## src/hdl/pbd_pkg.sv

```systemverilog
// Types, constants, coefficient table and microcode ROM of the pulse beat detector.
`timescale 1ns / 1ps
package pbd_pkg;

   localparam int SAMPLE_BITS = 16;
   localparam int RING_DEPTH  = 32;
   localparam int RING_AW     = $clog2(RING_DEPTH);
   localparam int HALF_TAPS   = 11;
   localparam int TAP_SPAN    = 2 * HALF_TAPS;
   localparam int DATA_BITS   = 18;
   localparam int COEF_BITS   = 13;
   localparam int K_BITS      = 4;
   localparam int STEP_BITS   = 5;

   localparam logic [DATA_BITS-1:0] SPAN_LOW_RESET  = 18'd1000;
   localparam logic [DATA_BITS-1:0] SPAN_HIGH_RESET = 18'd3000;
   localparam logic signed [DATA_BITS-1:0] CYCLE_MAX_RESET = 18'sd20;
   localparam logic signed [DATA_BITS-1:0] CYCLE_MIN_RESET = -18'sd20;

   // Register indexes on the configuration port.
   localparam logic [1:0] CSR_SPAN_LOW  = 2'd0;
   localparam logic [1:0] CSR_SPAN_HIGH = 2'd1;

   // Jump conditions of the microcode.
   localparam logic [1:0] JC_NEXT     = 2'd0;
   localparam logic [1:0] JC_ALWAYS   = 2'd1;
   localparam logic [1:0] JC_NO_REQ   = 2'd2;
   localparam logic [1:0] JC_OUT_BUSY = 2'd3;

   typedef struct packed {
      logic [1:0]           cond;
      logic [STEP_BITS-1:0] target;
      logic                 last;
      logic                 take;
      logic                 ring_wr;
      logic                 acc_clr;
      logic                 rd_en;
      logic [K_BITS-1:0]    rd_k;
      logic                 mul_en;
      logic                 acc_en;
      logic                 finish;
   } ucode_type;

   typedef struct packed {
      logic req_valid;
      logic out_busy;
   } seq_status_type;

   typedef struct packed {
      logic              open;
      logic              take;
      logic              ring_wr;
      logic              acc_clr;
      logic              rd_en;
      logic [K_BITS-1:0] rd_k;
      logic              mul_en;
      logic              acc_en;
      logic              finish;
   } ctl_type;

   function automatic logic [COEF_BITS-1:0] fir_coef(input logic [K_BITS-1:0] k);
      logic [COEF_BITS-1:0] c;
      unique case (k)
         4'd0:    c = 13'd172;
         4'd1:    c = 13'd321;
         4'd2:    c = 13'd579;
         4'd3:    c = 13'd927;
         4'd4:    c = 13'd1360;
         4'd5:    c = 13'd1858;
         4'd6:    c = 13'd2390;
         4'd7:    c = 13'd2916;
         4'd8:    c = 13'd3391;
         4'd9:    c = 13'd3768;
         4'd10:   c = 13'd4012;
         4'd11:   c = 13'd4096;
         default: c = 13'd0;
      endcase
      return c;
   endfunction

   // Program: take a request, write the ring, twelve pipelined multiply-accumulate
   // steps (read, multiply, accumulate), then finish once the output register is free.
   // Fields: cond, target, last, take, ring_wr, acc_clr, rd_en, rd_k, mul_en, acc_en, finish
   function automatic ucode_type ucode_rom(input logic [STEP_BITS-1:0] step);
      ucode_type w;
      unique case (step)
         5'd0:  w = '{JC_NO_REQ, 5'd0, 1'b0, 1'b1, 1'b0, 1'b0, 1'b0, 4'd0,
                      1'b0, 1'b0, 1'b0};
         5'd1:  w = '{JC_NEXT, 5'd0, 1'b0, 1'b0, 1'b1, 1'b1, 1'b0, 4'd0,
                      1'b0, 1'b0, 1'b0};
         5'd2:  w = '{JC_NEXT, 5'd0, 1'b0, 1'b0, 1'b0, 1'b0, 1'b1, 4'd0,
                      1'b0, 1'b0, 1'b0};
         5'd3:  w = '{JC_NEXT, 5'd0, 1'b0, 1'b0, 1'b0, 1'b0, 1'b1, 4'd1,
                      1'b1, 1'b0, 1'b0};
         5'd4:  w = '{JC_NEXT, 5'd0, 1'b0, 1'b0, 1'b0, 1'b0, 1'b1, 4'd2,
                      1'b1, 1'b1, 1'b0};
         5'd5:  w = '{JC_NEXT, 5'd0, 1'b0, 1'b0, 1'b0, 1'b0, 1'b1, 4'd3,
                      1'b1, 1'b1, 1'b0};
         5'd6:  w = '{JC_NEXT, 5'd0, 1'b0, 1'b0, 1'b0, 1'b0, 1'b1, 4'd4,
                      1'b1, 1'b1, 1'b0};
         5'd7:  w = '{JC_NEXT, 5'd0, 1'b0, 1'b0, 1'b0, 1'b0, 1'b1, 4'd5,
                      1'b1, 1'b1, 1'b0};
         5'd8:  w = '{JC_NEXT, 5'd0, 1'b0, 1'b0, 1'b0, 1'b0, 1'b1, 4'd6,
                      1'b1, 1'b1, 1'b0};
         5'd9:  w = '{JC_NEXT, 5'd0, 1'b0, 1'b0, 1'b0, 1'b0, 1'b1, 4'd7,
                      1'b1, 1'b1, 1'b0};
         5'd10: w = '{JC_NEXT, 5'd0, 1'b0, 1'b0, 1'b0, 1'b0, 1'b1, 4'd8,
                      1'b1, 1'b1, 1'b0};
         5'd11: w = '{JC_NEXT, 5'd0, 1'b0, 1'b0, 1'b0, 1'b0, 1'b1, 4'd9,
                      1'b1, 1'b1, 1'b0};
         5'd12: w = '{JC_NEXT, 5'd0, 1'b0, 1'b0, 1'b0, 1'b0, 1'b1, 4'd10,
                      1'b1, 1'b1, 1'b0};
         5'd13: w = '{JC_NEXT, 5'd0, 1'b0, 1'b0, 1'b0, 1'b0, 1'b1, 4'd11,
                      1'b1, 1'b1, 1'b0};
         5'd14: w = '{JC_NEXT, 5'd0, 1'b0, 1'b0, 1'b0, 1'b0, 1'b0, 4'd0,
                      1'b1, 1'b1, 1'b0};
         5'd15: w = '{JC_NEXT, 5'd0, 1'b0, 1'b0, 1'b0, 1'b0, 1'b0, 4'd0,
                      1'b0, 1'b1, 1'b0};
         5'd16: w = '{JC_OUT_BUSY, 5'd16, 1'b1, 1'b0, 1'b0, 1'b0, 1'b0, 4'd0,
                      1'b0, 1'b0, 1'b1};
         default: w = '{JC_ALWAYS, 5'd0, 1'b0, 1'b0, 1'b0, 1'b0, 1'b0, 4'd0,
                        1'b0, 1'b0, 1'b0};
      endcase
      return w;
   endfunction

endpackage

```

## src/hdl/pbd_sequencer.sv

```systemverilog
// Microcode sequencer: step counter, program ROM and conditional jumps.
`timescale 1ns / 1ps
module pbd_sequencer (
   input  logic                    clock,
   input  logic                    reset,
   input  pbd_pkg::seq_status_type status,
   output pbd_pkg::ctl_type        ctl
);

   logic [pbd_pkg::STEP_BITS-1:0] step_ff;
   logic [pbd_pkg::STEP_BITS-1:0] step_in;
   pbd_pkg::ucode_type            word;
   logic                          jump;

   assign word = pbd_pkg::ucode_rom(step_ff);

   always_comb begin
      unique case (word.cond)
         pbd_pkg::JC_NEXT:     jump = 1'b0;
         pbd_pkg::JC_ALWAYS:   jump = 1'b1;
         pbd_pkg::JC_NO_REQ:   jump = !status.req_valid;
         pbd_pkg::JC_OUT_BUSY: jump = status.out_busy;
         default:              jump = 1'b0;
      endcase
      if (jump) begin
         step_in = word.target;
      end else if (word.last) begin
         step_in = '0;
      end else begin
         step_in = step_ff + 1'b1;
      end
   end

   always_ff @(posedge clock) begin
      if (reset) begin
         step_ff <= '0;
      end else begin
         step_ff <= step_in;
      end
   end

   always_comb begin
      ctl.open    = word.take;
      ctl.take    = word.take && status.req_valid;
      ctl.ring_wr = word.ring_wr;
      ctl.acc_clr = word.acc_clr;
      ctl.rd_en   = word.rd_en;
      ctl.rd_k    = word.rd_k;
      ctl.mul_en  = word.mul_en;
      ctl.acc_en  = word.acc_en;
      ctl.finish  = word.finish && !status.out_busy;
   end

endmodule

```

## src/hdl/pulse_beat_detector_core.sv

```systemverilog
// Pulse beat detector top level: baseline tracker, 23-tap FIR and beat decision.
// Requests are worked on one at a time: the next is taken only after the microcode program
// has run its twelve multiply-accumulate steps over the two-read-port tap ring, plus
// their pipeline fill, and its finishing step.
// Synchronous reset clears control state and ring valid bits; no clearing pass is needed.
`timescale 1ns / 1ps
module pulse_beat_detector_core (
   input  logic                                 clock,
   input  logic                                 reset,
   input  logic                                 req_valid,
   output logic                                 req_stall,
   input  logic [pbd_pkg::SAMPLE_BITS-1:0]      req_sample,
   output logic                                 rsp_valid,
   input  logic                                 rsp_stall,
   output logic                                 rsp_beat,
   output logic signed [pbd_pkg::DATA_BITS-1:0] rsp_filtered,
   output logic [pbd_pkg::SAMPLE_BITS-1:0]      rsp_baseline,
   input  logic                                 csr_valid,
   output logic                                 csr_ready,
   input  logic [1:0]                           csr_index,
   input  logic [pbd_pkg::DATA_BITS-1:0]        csr_wdata
);

   // The sequencer walks a fixed program of seventeen steps. Step zero waits for a
   // request and updates the baseline accumulator as the sample is taken. Step one
   // writes the AC sample into the ring. Steps two to thirteen read a tap pair each,
   // the multiply works on the registered pair and the accumulate on the product,
   // and the last step settles the crossing logic and loads the output register.

   localparam int PAIR_BITS = pbd_pkg::DATA_BITS + 1;
   localparam int PROD_BITS = PAIR_BITS + pbd_pkg::COEF_BITS + 1;
   localparam int ACC_BITS  = PROD_BITS + 2;
   localparam int DC_BITS   = 32;

   pbd_pkg::ctl_type        ctl;
   pbd_pkg::seq_status_type status;

   // Configuration registers.
   logic [pbd_pkg::DATA_BITS-1:0] span_low_ff;
   logic [pbd_pkg::DATA_BITS-1:0] span_high_ff;

   // Baseline tracker.
   logic [pbd_pkg::SAMPLE_BITS-1:0] sample_ff;
   logic [DC_BITS-1:0]              dc_ff;
   logic [DC_BITS-1:0]              dc_in;
   logic signed [DC_BITS:0]         dc_diff;
   logic signed [DC_BITS:0]         dc_step;
   logic [pbd_pkg::SAMPLE_BITS-1:0] baseline;
   logic signed [pbd_pkg::DATA_BITS-1:0] ac_value;

   // Tap ring and its read side.
   logic [pbd_pkg::DATA_BITS-1:0] ring_mem [pbd_pkg::RING_DEPTH];
   logic [pbd_pkg::RING_DEPTH-1:0] ring_vld_ff;
   logic [pbd_pkg::RING_AW-1:0]   ptr_ff;
   logic [pbd_pkg::RING_AW-1:0]   addr_a;
   logic [pbd_pkg::RING_AW-1:0]   addr_b;
   logic [pbd_pkg::DATA_BITS-1:0] rd_a_ff;
   logic [pbd_pkg::DATA_BITS-1:0] rd_b_ff;
   logic                          rd_va_ff;
   logic                          rd_vb_ff;
   logic [pbd_pkg::K_BITS-1:0]    k_ff;

   // Multiply-accumulate.
   logic signed [pbd_pkg::DATA_BITS-1:0] op_a;
   logic signed [pbd_pkg::DATA_BITS-1:0] op_b;
   logic signed [PAIR_BITS-1:0]          pair_sum;
   logic signed [PROD_BITS-1:0]          prod_in;
   logic signed [PROD_BITS-1:0]          prod_ff;
   logic signed [ACC_BITS-1:0]           acc_ff;
   logic signed [pbd_pkg::DATA_BITS-1:0] cur;

   // Crossing and beat tracking.
   logic signed [pbd_pkg::DATA_BITS-1:0] last_ff;
   logic signed [pbd_pkg::DATA_BITS-1:0] rmax_ff, rmax_in;
   logic signed [pbd_pkg::DATA_BITS-1:0] rmin_ff, rmin_in;
   logic signed [pbd_pkg::DATA_BITS-1:0] cmax_ff, cmax_in;
   logic signed [pbd_pkg::DATA_BITS-1:0] cmin_ff, cmin_in;
   logic                                 rising_ff, rising_in;
   logic                                 falling_ff, falling_in;
   logic                                 cross_up;
   logic                                 cross_down;
   logic signed [PAIR_BITS-1:0]          span;
   logic                                 beat_in;

   // Output register.
   logic                                 rsp_valid_ff;
   logic                                 rsp_beat_ff;
   logic signed [pbd_pkg::DATA_BITS-1:0] rsp_filtered_ff;
   logic [pbd_pkg::SAMPLE_BITS-1:0]      rsp_baseline_ff;

   // ---------------------------------------------------------------------------------
   // Sequencer. A request is taken only at the first step; the finishing step holds
   // while an earlier result still sits stalled in the output register.
   // ---------------------------------------------------------------------------------
   assign status.req_valid = req_valid;
   assign status.out_busy  = rsp_valid_ff && rsp_stall;

   pbd_sequencer u_seq (
      .clock  (clock),
      .reset  (reset),
      .status (status),
      .ctl    (ctl)
   );

   assign req_stall = !ctl.open;

   // ---------------------------------------------------------------------------------
   // Configuration port. Writes are always accepted; an index beyond the two
   // registers is simply ignored.
   // ---------------------------------------------------------------------------------
   assign csr_ready = 1'b1;

   always_ff @(posedge clock) begin
      if (reset) begin
         span_low_ff  <= pbd_pkg::SPAN_LOW_RESET;
         span_high_ff <= pbd_pkg::SPAN_HIGH_RESET;
      end else if (csr_valid) begin
         if (csr_index == pbd_pkg::CSR_SPAN_LOW) begin
            span_low_ff <= csr_wdata;
         end
         if (csr_index == pbd_pkg::CSR_SPAN_HIGH) begin
            span_high_ff <= csr_wdata;
         end
      end
   end

   // ---------------------------------------------------------------------------------
   // Baseline tracker. The accumulator holds the baseline in Q15 and moves a
   // sixteenth of the way towards the new sample, rounding towards minus infinity
   // through the arithmetic shift. It never leaves the range of a Q15 sample.
   // ---------------------------------------------------------------------------------
   assign dc_diff = $signed({2'b00, req_sample, 15'd0}) - $signed({1'b0, dc_ff});
   assign dc_step = dc_diff >>> 4;
   assign dc_in   = dc_ff + dc_step[DC_BITS-1:0];

   always_ff @(posedge clock) begin
      if (reset) begin
         dc_ff <= '0;
      end else if (ctl.take) begin
         dc_ff <= dc_in;
      end
   end

   always_ff @(posedge clock) begin
      if (ctl.take) begin
         sample_ff <= req_sample;
      end
   end

   assign baseline = dc_ff[15 +: pbd_pkg::SAMPLE_BITS];
   assign ac_value = $signed({2'b00, sample_ff}) - $signed({2'b00, baseline});

   // ---------------------------------------------------------------------------------
   // Tap ring: one write port and two registered read ports. An entry that has not
   // been written since reset carries a clear valid bit and reads as zero.
   // ---------------------------------------------------------------------------------
   assign addr_a = ptr_ff - pbd_pkg::RING_AW'(ctl.rd_k);
   assign addr_b = ptr_ff - (pbd_pkg::RING_AW'(pbd_pkg::TAP_SPAN)
                             - pbd_pkg::RING_AW'(ctl.rd_k));

   always_ff @(posedge clock) begin
      if (ctl.ring_wr) begin
         ring_mem[ptr_ff] <= ac_value;
      end
      if (ctl.rd_en) begin
         rd_a_ff  <= ring_mem[addr_a];
         rd_b_ff  <= ring_mem[addr_b];
         rd_va_ff <= ring_vld_ff[addr_a];
         rd_vb_ff <= ring_vld_ff[addr_b];
         k_ff     <= ctl.rd_k;
      end
   end

   always_ff @(posedge clock) begin
      if (reset) begin
         ring_vld_ff <= '0;
         ptr_ff      <= '0;
      end else begin
         if (ctl.ring_wr) begin
            ring_vld_ff[ptr_ff] <= 1'b1;
         end
         if (ctl.finish) begin
            ptr_ff <= ptr_ff + 1'b1;
         end
      end
   end

   // ---------------------------------------------------------------------------------
   // Multiply-accumulate. Each step folds a symmetric tap pair before the multiply;
   // the centre tap has no partner. The accumulator is wide enough never to wrap.
   // ---------------------------------------------------------------------------------
   assign op_a = rd_va_ff ? $signed(rd_a_ff) : '0;
   assign op_b = (rd_vb_ff && (k_ff != pbd_pkg::K_BITS'(pbd_pkg::HALF_TAPS)))
                 ? $signed(rd_b_ff) : '0;
   assign pair_sum = PAIR_BITS'(op_a) + PAIR_BITS'(op_b);
   assign prod_in  = PROD_BITS'(pair_sum)
                     * PROD_BITS'($signed({1'b0, pbd_pkg::fir_coef(k_ff)}));

   always_ff @(posedge clock) begin
      if (ctl.mul_en) begin
         prod_ff <= prod_in;
      end
   end

   always_ff @(posedge clock) begin
      if (ctl.acc_clr) begin
         acc_ff <= '0;
      end else if (ctl.acc_en) begin
         acc_ff <= acc_ff + ACC_BITS'(prod_ff);
      end
   end

   // The floored shift by fifteen always fits the filtered width.
   assign cur = acc_ff[15 +: pbd_pkg::DATA_BITS];

   // ---------------------------------------------------------------------------------
   // Zero crossings. A rising crossing latches the tracked extremes of the cycle just
   // ended and judges the beat; a falling crossing restarts the minimum. The phase
   // flags then decide whether the new value extends the tracked extreme.
   // ---------------------------------------------------------------------------------
   assign cross_up   = last_ff[pbd_pkg::DATA_BITS-1] && !cur[pbd_pkg::DATA_BITS-1];
   assign cross_down = (last_ff > 0) && (cur <= 0);

   always_comb begin
      rising_in  = rising_ff;
      falling_in = falling_ff;
      rmax_in    = rmax_ff;
      rmin_in    = rmin_ff;
      cmax_in    = cmax_ff;
      cmin_in    = cmin_ff;
      if (cross_up) begin
         cmax_in    = rmax_ff;
         cmin_in    = rmin_ff;
         rising_in  = 1'b1;
         falling_in = 1'b0;
         rmax_in    = '0;
      end
      if (cross_down) begin
         rising_in  = 1'b0;
         falling_in = 1'b1;
         rmin_in    = '0;
      end
      if (rising_in && (cur > last_ff)) begin
         rmax_in = cur;
      end
      if (falling_in && (cur < last_ff)) begin
         rmin_in = cur;
      end
      span    = PAIR_BITS'(cmax_in) - PAIR_BITS'(cmin_in);
      beat_in = cross_up
                && ($signed({span[PAIR_BITS-1], span}) > $signed({2'b00, span_low_ff}))
                && ($signed({span[PAIR_BITS-1], span}) < $signed({2'b00, span_high_ff}));
   end

   always_ff @(posedge clock) begin
      if (reset) begin
         last_ff    <= '0;
         rmax_ff    <= '0;
         rmin_ff    <= '0;
         cmax_ff    <= pbd_pkg::CYCLE_MAX_RESET;
         cmin_ff    <= pbd_pkg::CYCLE_MIN_RESET;
         rising_ff  <= 1'b0;
         falling_ff <= 1'b0;
      end else if (ctl.finish) begin
         last_ff    <= cur;
         rmax_ff    <= rmax_in;
         rmin_ff    <= rmin_in;
         cmax_ff    <= cmax_in;
         cmin_ff    <= cmin_in;
         rising_ff  <= rising_in;
         falling_ff <= falling_in;
      end
   end

   // ---------------------------------------------------------------------------------
   // Output register. It parts the result side from the datapath, so a new request
   // can be taken and worked on while the previous result waits to be collected.
   // ---------------------------------------------------------------------------------
   always_ff @(posedge clock) begin
      if (reset) begin
         rsp_valid_ff <= 1'b0;
      end else if (ctl.finish) begin
         rsp_valid_ff <= 1'b1;
      end else if (!rsp_stall) begin
         rsp_valid_ff <= 1'b0;
      end
   end

   always_ff @(posedge clock) begin
      if (ctl.finish) begin
         rsp_beat_ff     <= beat_in;
         rsp_filtered_ff <= cur;
         rsp_baseline_ff <= baseline;
      end
   end

   assign rsp_valid    = rsp_valid_ff;
   assign rsp_beat     = rsp_beat_ff;
   assign rsp_filtered = rsp_filtered_ff;
   assign rsp_baseline = rsp_baseline_ff;

endmodule

```

## config.mk

```make
export PLATFORM = sky130hd
export DESIGN_NAME = pulse_beat_detector_core
export DESIGN_NICKNAME = d
export VERILOG_FILES = /design/src/hdl/pbd_pkg.sv /design/src/hdl/pbd_sequencer.sv /design/src/hdl/pulse_beat_detector_core.sv
export SDC_FILE = /design/constraint.sdc
export NUM_CORES = 2
export LEC_CHECK = 0
export BUFFER_PORTS_ARGS = -buffer_cell sky130_fd_sc_hd__buf_2
export CORE_MARGIN = 2
export CORE_UTILIZATION = 43
export DETAILED_ROUTE_END_ITERATION = 10
export PLACE_DENSITY = 0.56
export SYNTH_ARGS = -nofsm -noshare
export SYNTH_HDL_FRONTEND = slang
export SYNTH_SLANG_ARGS = --single-unit
export TNS_END_PERCENT = 5
```

## constraint.sdc

```tcl
create_clock -name clock -period 11.46 [get_ports clock]
set_input_delay 0 -clock clock [delete_from_list [all_inputs] [get_ports clock]]
set_output_delay 0 -clock clock [all_outputs]
set_load 0.01 [all_outputs]
```

==> metrics.txt <==
root buf cell clkbuf_16; Syn-to-layout area delta 12.2%; Crit Path Class flop to flop; Worst Max-Slew Pin Slew 1320 ps; commonest cells in the netlist edfxtp_1, nand2_1, inv_1, mux4_2, ha_1; most numerous cell in the Yosys netlist edfxtp_1; CTS Buf Count 99; Compound-Gate Fraction of Synth Area 6.97%; FP Rows 131; Ys Warns 0; element type at the critical path start flop; total track usage 21.5%; leading area contributor after synthesis edfxtp_1; met3 GRT Util 3.89%; most frequent CP cell fa_1; Yosys reg bits 929; Seq/Total Area, Yosys 45.6%; final WL 140000 um; DR DRC count 0; DIE AREA 132000 um2; Worst setup EP type flop; CP Data Arrival Time 10100 ps; Area contributors post-synth edfxtp_1, mux4_2, dfxtp_1; GR Util met2 35.2%; CTS max path bufs 3; GP Congestion 0.836; H-tree lvl count 3; Post-synth EDFFs 668; GRT overflow 0; first-pass GRT wire length 216000 um; worst vdd rail ir drop 0.309 mV; Area after DPL 58300 um2; Mapped Area 55500 um2; Die Y 363 um; Worst Setup Slack, final 1790 ps; initial core utilization 43.4%; Antenna Nets Post-Route 0; top_reg_cell synth edfxtp_1; status finished, final reports clean; Synth cell types 89; setup slack at placement 1770 ps; DR WL/cell 22.5 um; Post-Synthesis Cells 4349; Data required, critical path 11900 ps; 1st-iter DRT viols 2859; xor/xnor cell area share of the yosys netlist 2.45%; Synth async-reset ratio 0%; Avg Vias per Cell 5.60; Final setup viols 0; Crit-path slowest cell xnor2_1; Mapped Nets 4919; pwr dens 280 nW/um2; vias in the first global route 35.7k; TNS Setup 0 ps; clk_lat worst skew 740 ps; Final Instance Area 62200 um2; Syn Area/Cell 12.8 um2; Clock Pin Slew Worst Setup and Hold Paths 60 ps; GRT Max-Usage Layer met2; highest clock rate 103 MHz; clock skew 87.2 ps; Adder-Cell Fraction of Synth Area 15.2%; Fin. Hold Viols 0; initial antenna violation count 3; met1 usage 29.3%; # diodes 0; largest family of logic cells by synthesized area multiplexers; Synth top area share 36.2%; Chip Width 363 um; post-DP HPWL 91000 um; RSZ-0062 raised after global routing false; layout cells sized above 1 18.3%; largest net degree at the start of global routing 123; Hold Crit Class input pin to flop; I/O pins 79; Nets 5058; Slew Limit Fails 0; Period minus WS final 9670 ps; Std-Cell Core Area 128000 um2; crit share post-route 84.4%; DRT Pass-1 Iters 7; CP max stage delay 920 ps; PortBufs 77; Leakage 0.0240 uW; simple logic cell fraction of the synthesized area 8.77%; post-synthesis mux area share 16.9%; clock sinks 929; vias 34.9k; CTS resizes 0; relative max-transition margin 11.6%; TritonCTS clock tree yes; max cap viols 0; Max FO, Critical Path 17
==> worst max-delay path, delay by kind of cell (launching register included) <==
family / cells / cell delay (ps)
buf+inv: 6 / 510
compound gates: 10 / 2600
fa+ha+maj: 9 / 3680
flops: 1 / 410
simple gates: 9 / 1310
xor+xnor: 1 / 920
==> through the flow <==
stage               total power (uW)  util (%)  cells  hold slack, ps
floorplan                      12100         -   4349            98.9
global placement               14100      45.6   5988             221
detailed placement             14200      45.6   5988             222
CTS                            17600      48.7   6234           0.191
global route                   18900      48.7   6234            11.6
finish                         17400      48.7   6234            45.7
==> kinds of logic (layout without fill, tap and decap cells) <==
family	after synthesis	in the layout
other	1	1
adders and majority gates	529	529
and+or+nand+nor	1056	1056
DFF	929	929
muxes	482	482
buffers and inverters	602	825
AOI/OAI and AO/OA	595	595
xor gates and xnor gates	155	155
==> placed cells by master, fill, tap and decap left out, types with 132 or more instances in the layout <==
cell type,instances
a21oi_1,203
and2_1,132
dfxtp_1,260
edfxtp_1,668
fa_1,239
ha_1,285
inv_1,400
mux4_2,360
nand2_1,429
nor2_1,228
==> worst paths after layout <==
path / start / to / cells past startpoint / slack, ps
max: k_ff[3] / prod_ff[29] / 35 / 1790
max reg2reg: k_ff[3] / prod_ff[29] / 35 / 1790
min reg2reg: cmax_ff[10] / cmax_ff[10] / 2 / 450
min: req_sample[7] / sample_ff[7] / 2 / 50
==> flip-flops by register name, indices dropped and copies added, names as in the netlist, 17 cells and up, named ones only <==
signal,count
ring_mem,544
acc_ff,33
prod_ff,33
dc_ff,32
ring_vld_ff,32
cmax_ff,18
cmin_ff,18
last_ff,18
rmax_ff,18
rmin_ff,18
rsp_filtered,18
span_high_ff,18
span_low_ff,18
rd_a_ff,17
rd_b_ff,17
==> cell type report <==
type                    count  area, um2
fillers                 11200      65600
clock inverters            60        707
multi-input cells        2818      28200
repair buffers            236       1750
well taps                1662       2080
inverters                 404       1520
flip-flops and latches    929      25300
clock buffers             125       2680
==> where the power goes <==
group | internal (uW) | switching [uW]
clock network | 1930 | 1400
registers | 4660 | 172
logic | 3900 | 5350
==> routing by layer <==
layer | routed length [um] | share of wire [%]
met5 | 0 | 0
met4 | 3840 | 2.7
met3 | 8310 | 5.9
met2 | 66500 | 47
met1 | 61600 | 44
==> timing repair <==
item                                   CTS  global route
endpoints found under the hold margin   84             0
hold buffers                            61             0
buffers inserted                         0             0
Power figures use the tool's default switching activity.
